File: src/cbsg_pkg.sv
// Shared constants, types and division helpers for the bit-serial CRC block.
package cbsg_pkg;

	localparam int CRC_W      = 16;
	localparam int MAX_DEGREE = 16;
	localparam int DEG_W      = 5;
	localparam int IDX_W      = 4;
	localparam int QDEPTH     = 4;
	localparam int QPTR_W     = 2;
	localparam int QCNT_W     = 3;

	// Configuration register indexes
	localparam logic REG_DEGREE    = 1'b0;
	localparam logic REG_GENERATOR = 1'b1;

	typedef enum logic [1:0] {
		JOB_ECHO     = 2'd0,
		JOB_CHECK    = 2'd1,
		JOB_GEN_LAST = 2'd2
	} job_kind_t;

	typedef struct packed {
		job_kind_t        kind;
		logic             data;
		logic [CRC_W-1:0] rem;
	} job_t;

	// Clamp the programmed degree to 1..MAX_DEGREE.
	function automatic logic [DEG_W-1:0] eff_degree(input logic [DEG_W-1:0] deg);
		logic [DEG_W-1:0] d;
		d = deg;
		if (d == '0) begin
			d = DEG_W'(1);
		end else if (d > DEG_W'(MAX_DEGREE)) begin
			d = DEG_W'(MAX_DEGREE);
		end
		return d;
	endfunction

	// One step of modulo-2 long division: shift a bit in, subtract on a carry-out.
	function automatic logic [CRC_W-1:0] crc_divide(input logic [CRC_W-1:0] rem,
			input logic bit_in, input logic [DEG_W-1:0] deg, input logic [CRC_W-1:0] gen);
		logic [CRC_W-1:0] mask;
		logic [DEG_W-1:0] top_idx;
		logic             top;
		logic [CRC_W-1:0] nxt;
		mask = '0;
		for (int i = 0; i < CRC_W; i++) begin
			mask[i] = (DEG_W'(i) < deg);
		end
		top_idx = deg - DEG_W'(1);
		top = rem[top_idx[IDX_W-1:0]];
		nxt = {rem[CRC_W-2:0], bit_in} & mask;
		if (top) begin
			nxt = nxt ^ (gen & mask);
		end
		return nxt;
	endfunction

endpackage

File: src/cbsg_front.sv
// Front end: divides each accepted bit into the running remainder and issues jobs.
module cbsg_front (
	input  logic                               clk,
	input  logic                               arst_n,
	input  logic                               accept,
	input  logic                               action,
	input  logic                               data_bit,
	input  logic                               last_bit,
	input  logic [cbsg_pkg::DEG_W-1:0]         deg,
	input  logic [cbsg_pkg::CRC_W-1:0]         gen,
	output logic                               job_push,
	output cbsg_pkg::job_t                     job
);

	logic [cbsg_pkg::CRC_W-1:0] rem_q;
	logic [cbsg_pkg::CRC_W-1:0] rem_next;

	assign rem_next = cbsg_pkg::crc_divide(rem_q, data_bit, deg, gen);

	// Check bits that are not last produce no word.
	assign job_push = accept && (!action || last_bit);

	always_comb begin
		job.data = data_bit;
		job.rem  = rem_next;
		if (action) begin
			job.kind = cbsg_pkg::JOB_CHECK;
		end else if (last_bit) begin
			job.kind = cbsg_pkg::JOB_GEN_LAST;
		end else begin
			job.kind = cbsg_pkg::JOB_ECHO;
		end
	end

	// Clear the remainder at the end of every frame.
	always_ff @(posedge clk or negedge arst_n) begin
		if (!arst_n) begin
			rem_q <= '0;
		end else if (accept) begin
			rem_q <= last_bit ? '0 : rem_next;
		end
	end

endmodule

File: src/cbsg_job_q.sv
// Short job queue between the front end and the back end.
module cbsg_job_q (
	input  logic           clk,
	input  logic           arst_n,
	input  logic           wr_en,
	input  cbsg_pkg::job_t wr_job,
	output logic           q_full,
	input  logic           rd_en,
	output logic           q_empty,
	output cbsg_pkg::job_t rd_job
);

	cbsg_pkg::job_t                  mem_q [cbsg_pkg::QDEPTH];
	logic [cbsg_pkg::QPTR_W-1:0]     wr_ptr_q;
	logic [cbsg_pkg::QPTR_W-1:0]     rd_ptr_q;
	logic [cbsg_pkg::QCNT_W-1:0]     cnt_q;
	logic                            do_wr;
	logic                            do_rd;

	assign q_full  = (cnt_q == cbsg_pkg::QCNT_W'(cbsg_pkg::QDEPTH));
	assign q_empty = (cnt_q == '0);
	assign do_wr   = wr_en && !q_full;
	assign do_rd   = rd_en && !q_empty;
	assign rd_job  = mem_q[rd_ptr_q];

	always_ff @(posedge clk) begin
		if (do_wr) begin
			mem_q[wr_ptr_q] <= wr_job;
		end
	end

	always_ff @(posedge clk or negedge arst_n) begin
		if (!arst_n) begin
			wr_ptr_q <= '0;
			rd_ptr_q <= '0;
			cnt_q    <= '0;
		end else begin
			if (do_wr) begin
				wr_ptr_q <= wr_ptr_q + cbsg_pkg::QPTR_W'(1);
			end
			if (do_rd) begin
				rd_ptr_q <= rd_ptr_q + cbsg_pkg::QPTR_W'(1);
			end
			if (do_wr && !do_rd) begin
				cnt_q <= cnt_q + cbsg_pkg::QCNT_W'(1);
			end else if (do_rd && !do_wr) begin
				cnt_q <= cnt_q - cbsg_pkg::QCNT_W'(1);
			end
		end
	end

endmodule

File: src/cbsg_back.sv
// Back end: turns jobs into result words, including the appended-zero division.
module cbsg_back (
	input  logic                        clk,
	input  logic                        arst_n,
	input  logic [cbsg_pkg::DEG_W-1:0]  deg,
	input  logic [cbsg_pkg::CRC_W-1:0]  gen,
	input  logic                        job_empty,
	input  cbsg_pkg::job_t              job,
	output logic                        job_pop,
	input  logic                        out_pop,
	output logic                        out_valid,
	output logic                        out_frame_bit,
	output logic [cbsg_pkg::CRC_W-1:0]  out_remainder,
	output logic                        out_error,
	output logic                        out_final
);

	typedef enum logic [2:0] {
		ST_RUN  = 3'b001,
		ST_DIV  = 3'b010,
		ST_EMIT = 3'b100
	} back_state_t;

	back_state_t                 state_q, state_d;
	logic [cbsg_pkg::DEG_W-1:0]  cnt_q, cnt_d;
	logic [cbsg_pkg::CRC_W-1:0]  rem_q, rem_d;
	logic                        valid_q;
	logic                        fb_q, err_q, fin_q;
	logic [cbsg_pkg::CRC_W-1:0]  remo_q;
	logic                        out_free;
	logic                        load;
	logic                        fb_d, err_d, fin_d;
	logic [cbsg_pkg::CRC_W-1:0]  remo_d;
	logic [cbsg_pkg::DEG_W-1:0]  bit_idx;

	assign out_free = !valid_q || out_pop;
	assign bit_idx  = cnt_q - cbsg_pkg::DEG_W'(1);

	always_comb begin
		state_d = state_q;
		cnt_d   = cnt_q;
		rem_d   = rem_q;
		job_pop = 1'b0;
		load    = 1'b0;
		fb_d    = 1'b0;
		err_d   = 1'b0;
		fin_d   = 1'b0;
		remo_d  = '0;
		unique case (state_q)
			ST_RUN: begin
				if (!job_empty && out_free) begin
					job_pop = 1'b1;
					load    = 1'b1;
					unique case (job.kind)
						cbsg_pkg::JOB_ECHO: begin
							fb_d = job.data;
						end
						cbsg_pkg::JOB_CHECK: begin
							remo_d = job.rem;
							err_d  = |job.rem;
							fin_d  = 1'b1;
						end
						cbsg_pkg::JOB_GEN_LAST: begin
							fb_d    = job.data;
							rem_d   = job.rem;
							cnt_d   = deg;
							state_d = ST_DIV;
						end
						default: begin
							load = 1'b0;
						end
					endcase
				end
			end
			ST_DIV: begin
				rem_d = cbsg_pkg::crc_divide(rem_q, 1'b0, deg, gen);
				cnt_d = cnt_q - cbsg_pkg::DEG_W'(1);
				if (cnt_q == cbsg_pkg::DEG_W'(1)) begin
					cnt_d   = deg;
					state_d = ST_EMIT;
				end
			end
			ST_EMIT: begin
				if (out_free) begin
					load  = 1'b1;
					fb_d  = rem_q[bit_idx[cbsg_pkg::IDX_W-1:0]];
					fin_d = (cnt_q == cbsg_pkg::DEG_W'(1));
					cnt_d = cnt_q - cbsg_pkg::DEG_W'(1);
					if (cnt_q == cbsg_pkg::DEG_W'(1)) begin
						state_d = ST_RUN;
					end
				end
			end
			default: begin
				state_d = ST_RUN;
			end
		endcase
	end

	always_ff @(posedge clk or negedge arst_n) begin
		if (!arst_n) begin
			state_q <= ST_RUN;
			cnt_q   <= '0;
			valid_q <= 1'b0;
		end else begin
			state_q <= state_d;
			cnt_q   <= cnt_d;
			if (load) begin
				valid_q <= 1'b1;
			end else if (out_pop) begin
				valid_q <= 1'b0;
			end
		end
	end

	always_ff @(posedge clk) begin
		rem_q <= rem_d;
		if (load) begin
			fb_q   <= fb_d;
			remo_q <= remo_d;
			err_q  <= err_d;
			fin_q  <= fin_d;
		end
	end

	assign out_valid     = valid_q;
	assign out_frame_bit = fb_q;
	assign out_remainder = remo_q;
	assign out_error     = err_q;
	assign out_final     = fin_q;

endmodule

File: src/crc_bit_serial_generate_check.sv
// Top level of the bit-serial CRC generator and checker.
//
//  channel  | handshake            | words
//  ---------+----------------------+----------------------------------------------
//  input    | push / full          | action, data_bit, last_bit
//  result   | empty / pop          | frame_bit, remainder, error, final_res
//  config   | cfg_we               | cfg_idx, cfg_wdata (0 crc_degree, 1 generator)
//
// One input word per cycle is accepted while full is low; each bit is divided into
// the remainder in the cycle it is accepted. A generate word that closes a frame
// takes the back end through d zero-division steps, then d CRC-bit words (d = degree);
// a four-deep job queue lets input keep flowing meanwhile until it fills.
// Reset clears the remainder, queue and result register; no clearing pass.
// The result register holds its word until popped; the back end stalls behind it.
module crc_bit_serial_generate_check (
	input  logic                        clk,
	input  logic                        arst_n,
	// input channel
	input  logic                        push,
	output logic                        full,
	input  logic                        action,
	input  logic                        data_bit,
	input  logic                        last_bit,
	// result channel
	output logic                        empty,
	input  logic                        pop,
	output logic                        frame_bit,
	output logic [cbsg_pkg::CRC_W-1:0]  remainder,
	output logic                        error,
	output logic                        final_res,
	// configuration port
	input  logic                        cfg_we,
	input  logic                        cfg_idx,
	input  logic [cbsg_pkg::CRC_W-1:0]  cfg_wdata
);

	logic [cbsg_pkg::DEG_W-1:0]  crc_degree_q;
	logic [cbsg_pkg::CRC_W-1:0]  generator_q;
	logic [cbsg_pkg::DEG_W-1:0]  deg;
	logic                        accept;
	logic                        job_push;
	cbsg_pkg::job_t              job_in;
	cbsg_pkg::job_t              job_out;
	logic                        job_empty;
	logic                        job_pop;
	logic                        out_valid;

	// Configuration registers; the user must write them only while the block is idle (not enforced here).
	always_ff @(posedge clk or negedge arst_n) begin
		if (!arst_n) begin
			crc_degree_q <= cbsg_pkg::DEG_W'(3);
			generator_q  <= cbsg_pkg::CRC_W'(5);
		end else if (cfg_we) begin
			unique case (cfg_idx)
				cbsg_pkg::REG_DEGREE:    crc_degree_q <= cfg_wdata[cbsg_pkg::DEG_W-1:0];
				cbsg_pkg::REG_GENERATOR: generator_q  <= cfg_wdata;
				default: begin
				end
			endcase
		end
	end

	// Clamp degree once for both ends.
	assign deg    = cbsg_pkg::eff_degree(crc_degree_q);
	assign accept = push && !full;

	cbsg_front u_front (
		.clk      (clk),
		.arst_n   (arst_n),
		.accept   (accept),
		.action   (action),
		.data_bit (data_bit),
		.last_bit (last_bit),
		.deg      (deg),
		.gen      (generator_q),
		.job_push (job_push),
		.job      (job_in)
	);

	// Hold full while the queue is full, even for check bits that make no job.
	cbsg_job_q u_job_q (
		.clk     (clk),
		.arst_n  (arst_n),
		.wr_en   (job_push),
		.wr_job  (job_in),
		.q_full  (full),
		.rd_en   (job_pop),
		.q_empty (job_empty),
		.rd_job  (job_out)
	);

	cbsg_back u_back (
		.clk           (clk),
		.arst_n        (arst_n),
		.deg           (deg),
		.gen           (generator_q),
		.job_empty     (job_empty),
		.job           (job_out),
		.job_pop       (job_pop),
		.out_pop       (pop),
		.out_valid     (out_valid),
		.out_frame_bit (frame_bit),
		.out_remainder (remainder),
		.out_error     (error),
		.out_final     (final_res)
	);

	assign empty = !out_valid;

endmodule

File: config.mk
export PLATFORM = sky130hd
export DESIGN_NAME = crc_bit_serial_generate_check
export DESIGN_NICKNAME = d
export VERILOG_FILES = /design/src/cbsg_pkg.sv /design/src/cbsg_front.sv /design/src/cbsg_job_q.sv /design/src/cbsg_back.sv /design/src/crc_bit_serial_generate_check.sv
export SDC_FILE = /design/constraint.sdc
export NUM_CORES = 1
export LEC_CHECK = 0
export ABC_AREA = 0
export BUFFER_PORTS_ARGS = -buffer_cell sky130_fd_sc_hd__buf_2
export CAP_MARGIN = 20
export CORE_ASPECT_RATIO = 0.5
export CORE_MARGIN = 2
export CORE_UTILIZATION = 30
export DETAILED_ROUTE_END_ITERATION = 8
export PLACE_DENSITY = 0.48
export SYNTH_ARGS = -nofsm -noshare
export SYNTH_HDL_FRONTEND = slang
export SYNTH_SLANG_ARGS = --single-unit
File: constraint.sdc
create_clock -name clk -period 4.86 [get_ports clk]
set_input_delay 0.486 -clock clk [delete_from_list [all_inputs] [get_ports clk]]
set_output_delay 0.486 -clock clk [all_outputs]
set_load 0.01 [all_outputs]
==> results of run 1 <==
## metal layers
metal | wire (um) | track usage, % | vias to the layer above
met5 | 0 | 0 | -
met4 | 327 | 5.01 | 0
met3 | 1930 | 3.98 | 20
met2 | 9630 | 22.6 | 245
met1 | 11300 | 24.9 | 3021
li1 | - | - | 2654
## through the flow
stage          instances  setup slack, ns  cell area [um2]  total power [W]
5_1_grt             1111            0.194             9680          0.00637
4_1_cts             1110            0.593             9650          0.00608
2_1_floorplan        680             1.41             8400          0.00383
3_3_place_gp        1076            0.780             9000          0.00458
3_5_place_dp        1078            0.620             9040          0.00465
6_report            1111            0.523             9680          0.00606
## state kept, by name, indices dropped and copies added (netlist names)
signal / count
crc_degree_q: 5
generator_q: 16
u_back.cnt_q: 5
u_back.out_error: 1
u_back.out_final: 1
u_back.out_frame_bit: 1
u_back.out_remainder: 16
u_back.out_valid: 1
u_back.rem_q: 16
u_back.state_q: 3
u_front.rem_q: 16
u_job_q.cnt_q: 3
u_job_q.mem_q: 76
u_job_q.rd_ptr_q: 2
u_job_q.wr_ptr_q: 2
## cells by family (layout without fill, tap and decap cells)
logic type / Yosys count / count (layout)
flip-flops: 164 / 164
adder cells (fa/ha/maj): 9 / 9
AND/OR/NAND/NOR: 271 / 271
XOR/XNOR: 12 / 12
multiplexers: 69 / 69
buffers and inverters: 60 / 109
AO/OA/AOI/OAI: 95 / 95
## worst reg2reg max path, stage by stage, from the launching register on
cell	delay (ns)
dfrtp_1	0.53
nor4_2	0.58
or2_1	0.18
buf_4	0.21
inv_1	0.09
ha_1	0.51
mux4_2	0.38
mux4_2	0.92
nand2_1	0.25
mux2i_1	0.44
## cell type report
type / instances / area, um2 / share of cell area [%]
flip-flops and latches: 164 / 4670 / 48.2
multi-input cells: 456 / 3490 / 36.1
clock inverters: 15 / 186 / 1.93
repair buffers: 55 / 348 / 3.59
inverters: 22 / 82.6 / 0.853
well taps: 382 / 478 / 4.94
clock buffers: 17 / 425 / 4.40
## report_power, final
group          switching, W  internal [W]  leakage [nW]  total (W)
sequential         0.000408       0.00204          1.70    0.00245
combinational       0.00129      0.000909          1.47    0.00220
clock              0.000630      0.000784         0.300    0.00141
total               0.00233       0.00373          3.47    0.00606
## placed cells by master (no fill, tap or decap), types with 6 or more instances in the layout
master	instances
nand2b_1	14
nor4_1	6
ha_1	8
or3_1	21
nor2b_1	21
nand3_1	34
buf_4	7
inv_6	6
clkbuf_16	17
nand4b_1	9
mux2_2	23
a21oi_1	44
nand2_1	65
xnor2_1	7
and2_1	6
mux4_2	33
inv_1	21
o21ai_0	10
nor4b_1	34
buf_2	45
dfrtp_1	48
nor2_1	37
mux2i_1	9
a31o_1	9
edfxtp_1	111
## worst paths after layout
kind | from | end | slack (ns) | cells past startpoint
hold reg to reg | u_job_q.cnt_q[2]$_DFFE_PN0P_ | u_job_q.cnt_q[2]$_DFFE_PN0P_ | 0.49 | 1
max in group asynchronous | arst_n | u_job_q.wr_ptr_q[0]$_DFFE_PN0P_ | 4.17 | 2
hold / removal | arst_n | generator_q[3]$_DFFE_PN0P_ | 0.20 | 2
setup / recovery | crc_degree_q[2]$_DFFE_PN0P_ | u_job_q.mem_q[2][2]$_DFFE_PP_ | 0.52 | 9
setup reg to reg | crc_degree_q[2]$_DFFE_PN0P_ | u_job_q.mem_q[2][2]$_DFFE_PP_ | 0.52 | 9
min in group clk | cfg_wdata[4] | crc_degree_q[4]$_DFFE_PN0P_ | 0.28 | 3
==> flow_summary_export.csv, run 1 <==
group,metric,value,unit
routing,drt_iter0_markers,566,
global_route,grt_first_pass_wirelength,35100,um
critical_path,start_kind,"flop",
synthesis,syn_inst,680,
synthesis,synth.most_common_cell,"edfxtp_1",
critical_path,cp_slowest_cell,"mux4_2",
run,cap_violations,0,
global_route,grt_overflow,0,
critical_path,critPathArrivalTime,4.53,ns
synthesis,synth_common_cells,"edfxtp_1 (111), nand2_1 (65), dfrtp_1 (48)",
synthesis,yosys_warnings,0,
synthesis,synth_compound_area_share,7.18,%
sta,finalWorstPathRequiredPeriod,4.34,ns
floorplanning,die_h,122,um
sta,hold_viol_final,0,
floorplanning,io_pins,46,
critical_path,max_stage_delay,0.92,ns
clock_tree,clockBufferDepth,2,
synthesis,synth_area_leaders,"edfxtp_1 (40%), dfrtp_1 (14%), mux4_2 (8.8%)",
sta,worst_pin_slew,1.07,ns
final_layout,diodes,0,
synthesis,ys_ff_latch,164,
global_route,antenna_found_initial,1,
synthesis,synth_top_area_cell,"edfxtp_1",
routing,wl_per_cell,20.9,um
placed_design,port_buffers,45,
clock_tree,clk_pin_slew_worst_paths,0.07,ns
critical_path,path_cells,"nor4_2, or2_1, buf_4, inv_1, ha_1, mux4_2, mux4_2, nand2_1, mux2i_1",
status,outcome,"finished, final reports clean",
floorplanning,coreArea,27600,um2
final_layout,nNetsFinal,750,
sta,setup_violations,0,
clock_tree,cts_tree,"yes",
pwr,p_leak,3.47,nW
clock_tree,clock_sink_count,164,
final_layout,nFillCells,2692,
critical_path,cp-end-kind,"flop",
global_route,grt_usage,16.3,%
clock_tree,cts_setup_buffers,0,
clock_tree,clk_latency,0.43,ns
clock_tree,cts_made_buffers,17,
floorplanning,initial_core_util,30.4,%
synthesis,synth-xor-area-share,1.25,%
critical_path,required,5.05,ns
sta,rsz0062_at_grt,"no",
min_path,hold_path.class,"in -> async",
final_layout,layout-drive-gt1-share,21.0,%
critical_path,crit_buf_inv,2,
final_layout,fin_util,35.1,%
clock_tree,htreeDepth,4,
placed_design,finalWeightedCongestion,0.910,
sta,period_share,89.2,%
critical_path,critPathKind,"reg -> reg",
synthesis,synthAdderAreaFrac,1.43,%
synthesis,synth_area,8400,um2
clock_tree,cts_resized,0,
routing,post-route-drc-count,0,
synthesis,synth_top_family_by_area,"simple AND/OR/NAND/NOR gates",
sta,fmaxAchievable,231,MHz
sta,drv_slew,0,
routing,firstDrtPassIters,6,
pwr,power.density,626,nW/um2
critical_path,crit_family,"multiplexers",
routing,wirelength,23200,um
floorplanning,die_w,241,um
global_route,grt_pass1_vias,5568,
routing,final_antenna_net_count,0,
synthesis,synth_ff_type,"edfxtp_1",
synthesis,synth_cell_types,61,
final_layout,area_growth,15.3,%
sta,relSlewSlack,28.7,%
sta,fin_setup_tns,0,ns
clock_tree,cts_root_buf,"clkbuf_16",
critical_path,cp_max_fo,54,
floorplanning,rows,43,
sta,finClkSkew,0.0107,ns
placed_design,dpl.hpwl,16500,um
synthesis,synth_area_per_cell,12.4,um2
floorplanning,dieArea,29400,um2
synthesis,yosys.area_share.simple,18.1,%
synthesis,synth_top_area_share,39.7,%
synthesis,postSynthNetCount,714,
routing,num_vias,5940,
synthesis,synth_edf_count,111,
clock_tree,cts_hold_buf,0,
routing,vias_per_cell,5.35,
synthesis,synth-async-reset-ratio,32.3,%
synthesis,synthMuxAreaShare,13.5,%
pwr,ir_drop,0.000285,V
critical_path,crit_path_frequent_cell,"mux4_2",
global_route,grt_max_degree,55,
synthesis,ys_seq_area_share,55.6,%
sta,timing.hold.ws,0.205,ns
Power figures use the tool's default switching activity.
==> run 2: changes to the inputs <==
--- a/config.mk
+++ b/config.mk
@@ -7,7 +7,6 @@
 export LEC_CHECK = 0
 export ABC_AREA = 0
 export BUFFER_PORTS_ARGS = -buffer_cell sky130_fd_sc_hd__buf_2
-export CAP_MARGIN = 20
 export CORE_ASPECT_RATIO = 0.5
 export CORE_MARGIN = 2
 export CORE_UTILIZATION = 30
==> constraint.sdc (replaced) <==
create_clock -name clk -period 4.02 [get_ports clk]
set_input_delay 0.402 -clock clk [delete_from_list [all_inputs] [get_ports clk]]
set_output_delay 0.402 -clock clk [all_outputs]
set_load 0.01 [all_outputs]
==> run 2 against run 1 <==
Against the previous run:
- global-route usage is essentially flat
- core utilization stayed put
- hold slack got worse by 0.10 ns
- register-to-register slack worse by 0.32 ns
- clock power up 14%
- sequential share of layout area is the same
- design area unchanged
- via count down 1.7%
- largest cell class unchanged
==> flow_summary_export.csv, run 2 (same netlist as run 1, synthesis figures left out) <==
group,metric,value,unit
sta,finalWorstPathRequiredPeriod,3.82,ns
global_route,grt_first_pass_wirelength,35000,um
final_layout,area_growth,15.3,%
clock_tree,htreeDepth,4,
floorplanning,initial_core_util,30.4,%
clock_tree,cts_setup_buffers,0,
final_layout,final_cell_mix,"edfxtp_1 (111), nand2_1 (65), dfrtp_1 (48)",
routing,post-route-drc-count,0,
sta,relSlewSlack,40.0,%
critical_path,critPathArrivalTime,3.98,ns
critical_path,path_cells,"nor4_2, or2_1, inv_1, ha_1, mux4_2, mux4_2, a21o_1, a21oi_1",
routing,final_antenna_net_count,0,
final_layout,layout-drive-gt1-share,22.1,%
critical_path,start_kind,"flop",
floorplanning,die_w,241,um
final_layout,top_register,"u_job_q.mem_q",
routing,wl_per_cell,20.4,um
global_route,grt_pass1_vias,5568,
clock_tree,cts_hold_buf,0,
run,cap_violations,0,
sta,rsz0062_at_grt,"no",
routing,firstDrtPassIters,5,
final_layout,final_common_cell,"edfxtp_1",
global_route,grt_overflow,0,
floorplanning,dieArea,29400,um2
clock_tree,clk_latency,0.44,ns
sta,fmaxAchievable,262,MHz
placed_design,placed_cell_area,9090,um2
global_route,grt_max_degree,54,
final_layout,largest_reg_flops,76,
critical_path,cp-end-kind,"flop",
clock_tree,clock_sink_count,164,
final_layout,diodes,0,
routing,vias_per_cell,5.21,
pwr,ir_drop,0.000288,V
critical_path,crit_path_frequent_cell,"mux4_2",
floorplanning,io_pins,46,
final_layout,fin_area,9680,um2
critical_path,max_stage_delay,0.68,ns
routing,drt_iter0_markers,602,
sta,period_share,95.0,%
critical_path,crit_buf_inv,1,
routing,wirelength,22900,um
floorplanning,coreArea,27600,um2
final_layout,fin_util,35.1,%
clock_tree,cts_resized,0,
critical_path,cp_max_fo,16,
critical_path,required,4.18,ns
critical_path,cp_slowest_cell,"mux4_2",
clock_tree,cts_root_buf,"clkbuf_16",
clock_tree,cts_made_buffers,17,
placed_design,finalWeightedCongestion,0.844,
final_layout,seqCellArea,4670,um2
final_layout,multi_input_area,3490,um2
global_route,grt_usage,16.3,%
floorplanning,die_h,122,um
sta,worst_pin_slew,0.887,ns
min_path,hold_path.class,"in -> async",
critical_path,crit_family,"multiplexers",
placed_design,port_buffers,45,
sta,drv_slew,0,
sta,setup_violations,0,
clock_tree,cts_tree,"yes",
floorplanning,rows,43,
pwr,p_leak,3.48,nW
clock_tree,clockBufferDepth,2,
clock_tree,clk_pin_slew_worst_paths,0.07,ns
final_layout,nNetsFinal,760,
critical_path,critPathKind,"reg -> reg",
sta,fin_setup_tns,0,ns
pwr,power.density,743,nW/um2
final_layout,nFillCells,2712,
sta,hold_viol_final,0,
placed_design,dpl.hpwl,16800,um
global_route,antenna_found_initial,0,
sta,finClkSkew,0.00938,ns
routing,num_vias,5838,
status,outcome,"finished, final reports clean",
==> run 2: path summary, 6_finish.rpt <==
check                                                  start                             to  slack (ns)  cells after the start
worst min register to register  u_job_q.cnt_q[2]$_DFFE_PN0P_   u_job_q.cnt_q[2]$_DFFE_PN0P_        0.50                      1
max in group asynchronous                             arst_n    generator_q[10]$_DFFE_PN0P_        3.45                      2
worst min-delay path                                  arst_n     generator_q[3]$_DFFE_PN0P_         0.1                      2
worst max register to register   crc_degree_q[1]$_DFFE_PN1P_  u_job_q.mem_q[0][1]$_DFFE_PP_        0.20                      8
worst max-delay path             crc_degree_q[1]$_DFFE_PN1P_  u_job_q.mem_q[0][1]$_DFFE_PP_        0.20                      8
min in group clk                                cfg_wdata[4]    crc_degree_q[4]$_DFFE_PN0P_        0.20                      3
==> run 2: layer usage <==
metal | share of wire [%] | vias up | GRT usage [%]
met5 | 0 | - | 0
met4 | 0.76 | 0 | 3.38
met3 | 5.5 | 15 | 3.69
met2 | 42 | 163 | 22.9
met1 | 51 | 2976 | 25.4
li1 | - | 2684 | -
==> run 2: area by class of cell <==
| class | instances | share of cell area (%) |
|---|---|---|
| sequential | 164 | 48.2 |
| timing repair buffer | 65 | 3.88 |
| inverter | 22 | 0.853 |
| clock inverter | 15 | 1.64 |
| tap | 382 | 4.94 |
| clock buffer | 17 | 4.40 |
| multi-input combinational | 456 | 36.1 |
==> run 2: report_power, final <==
group	total (W)	internal [W]	switching, W
combinational	0.00270	0.00109	0.00161
sequential	0.00288	0.00246	0.000418
clock	0.00161	0.000831	0.000775
total	0.00719	0.00439	0.00280
==> run 2: per-stage QoR <==
stage | setup WS (ns) | hold slack [ns] | cells | power (W)
global placement | 0.358 | 0.485 | 1089 | 0.00559
CTS | 0.211 | 0.121 | 1121 | 0.00725
global route | 0.0151 | 0.171 | 1121 | 0.00761
finish | 0.199 | 0.0997 | 1121 | 0.00719
floorplan | 0.570 | 0.106 | 680 | 0.00463
detailed placement | 0.223 | 0.491 | 1089 | 0.00563
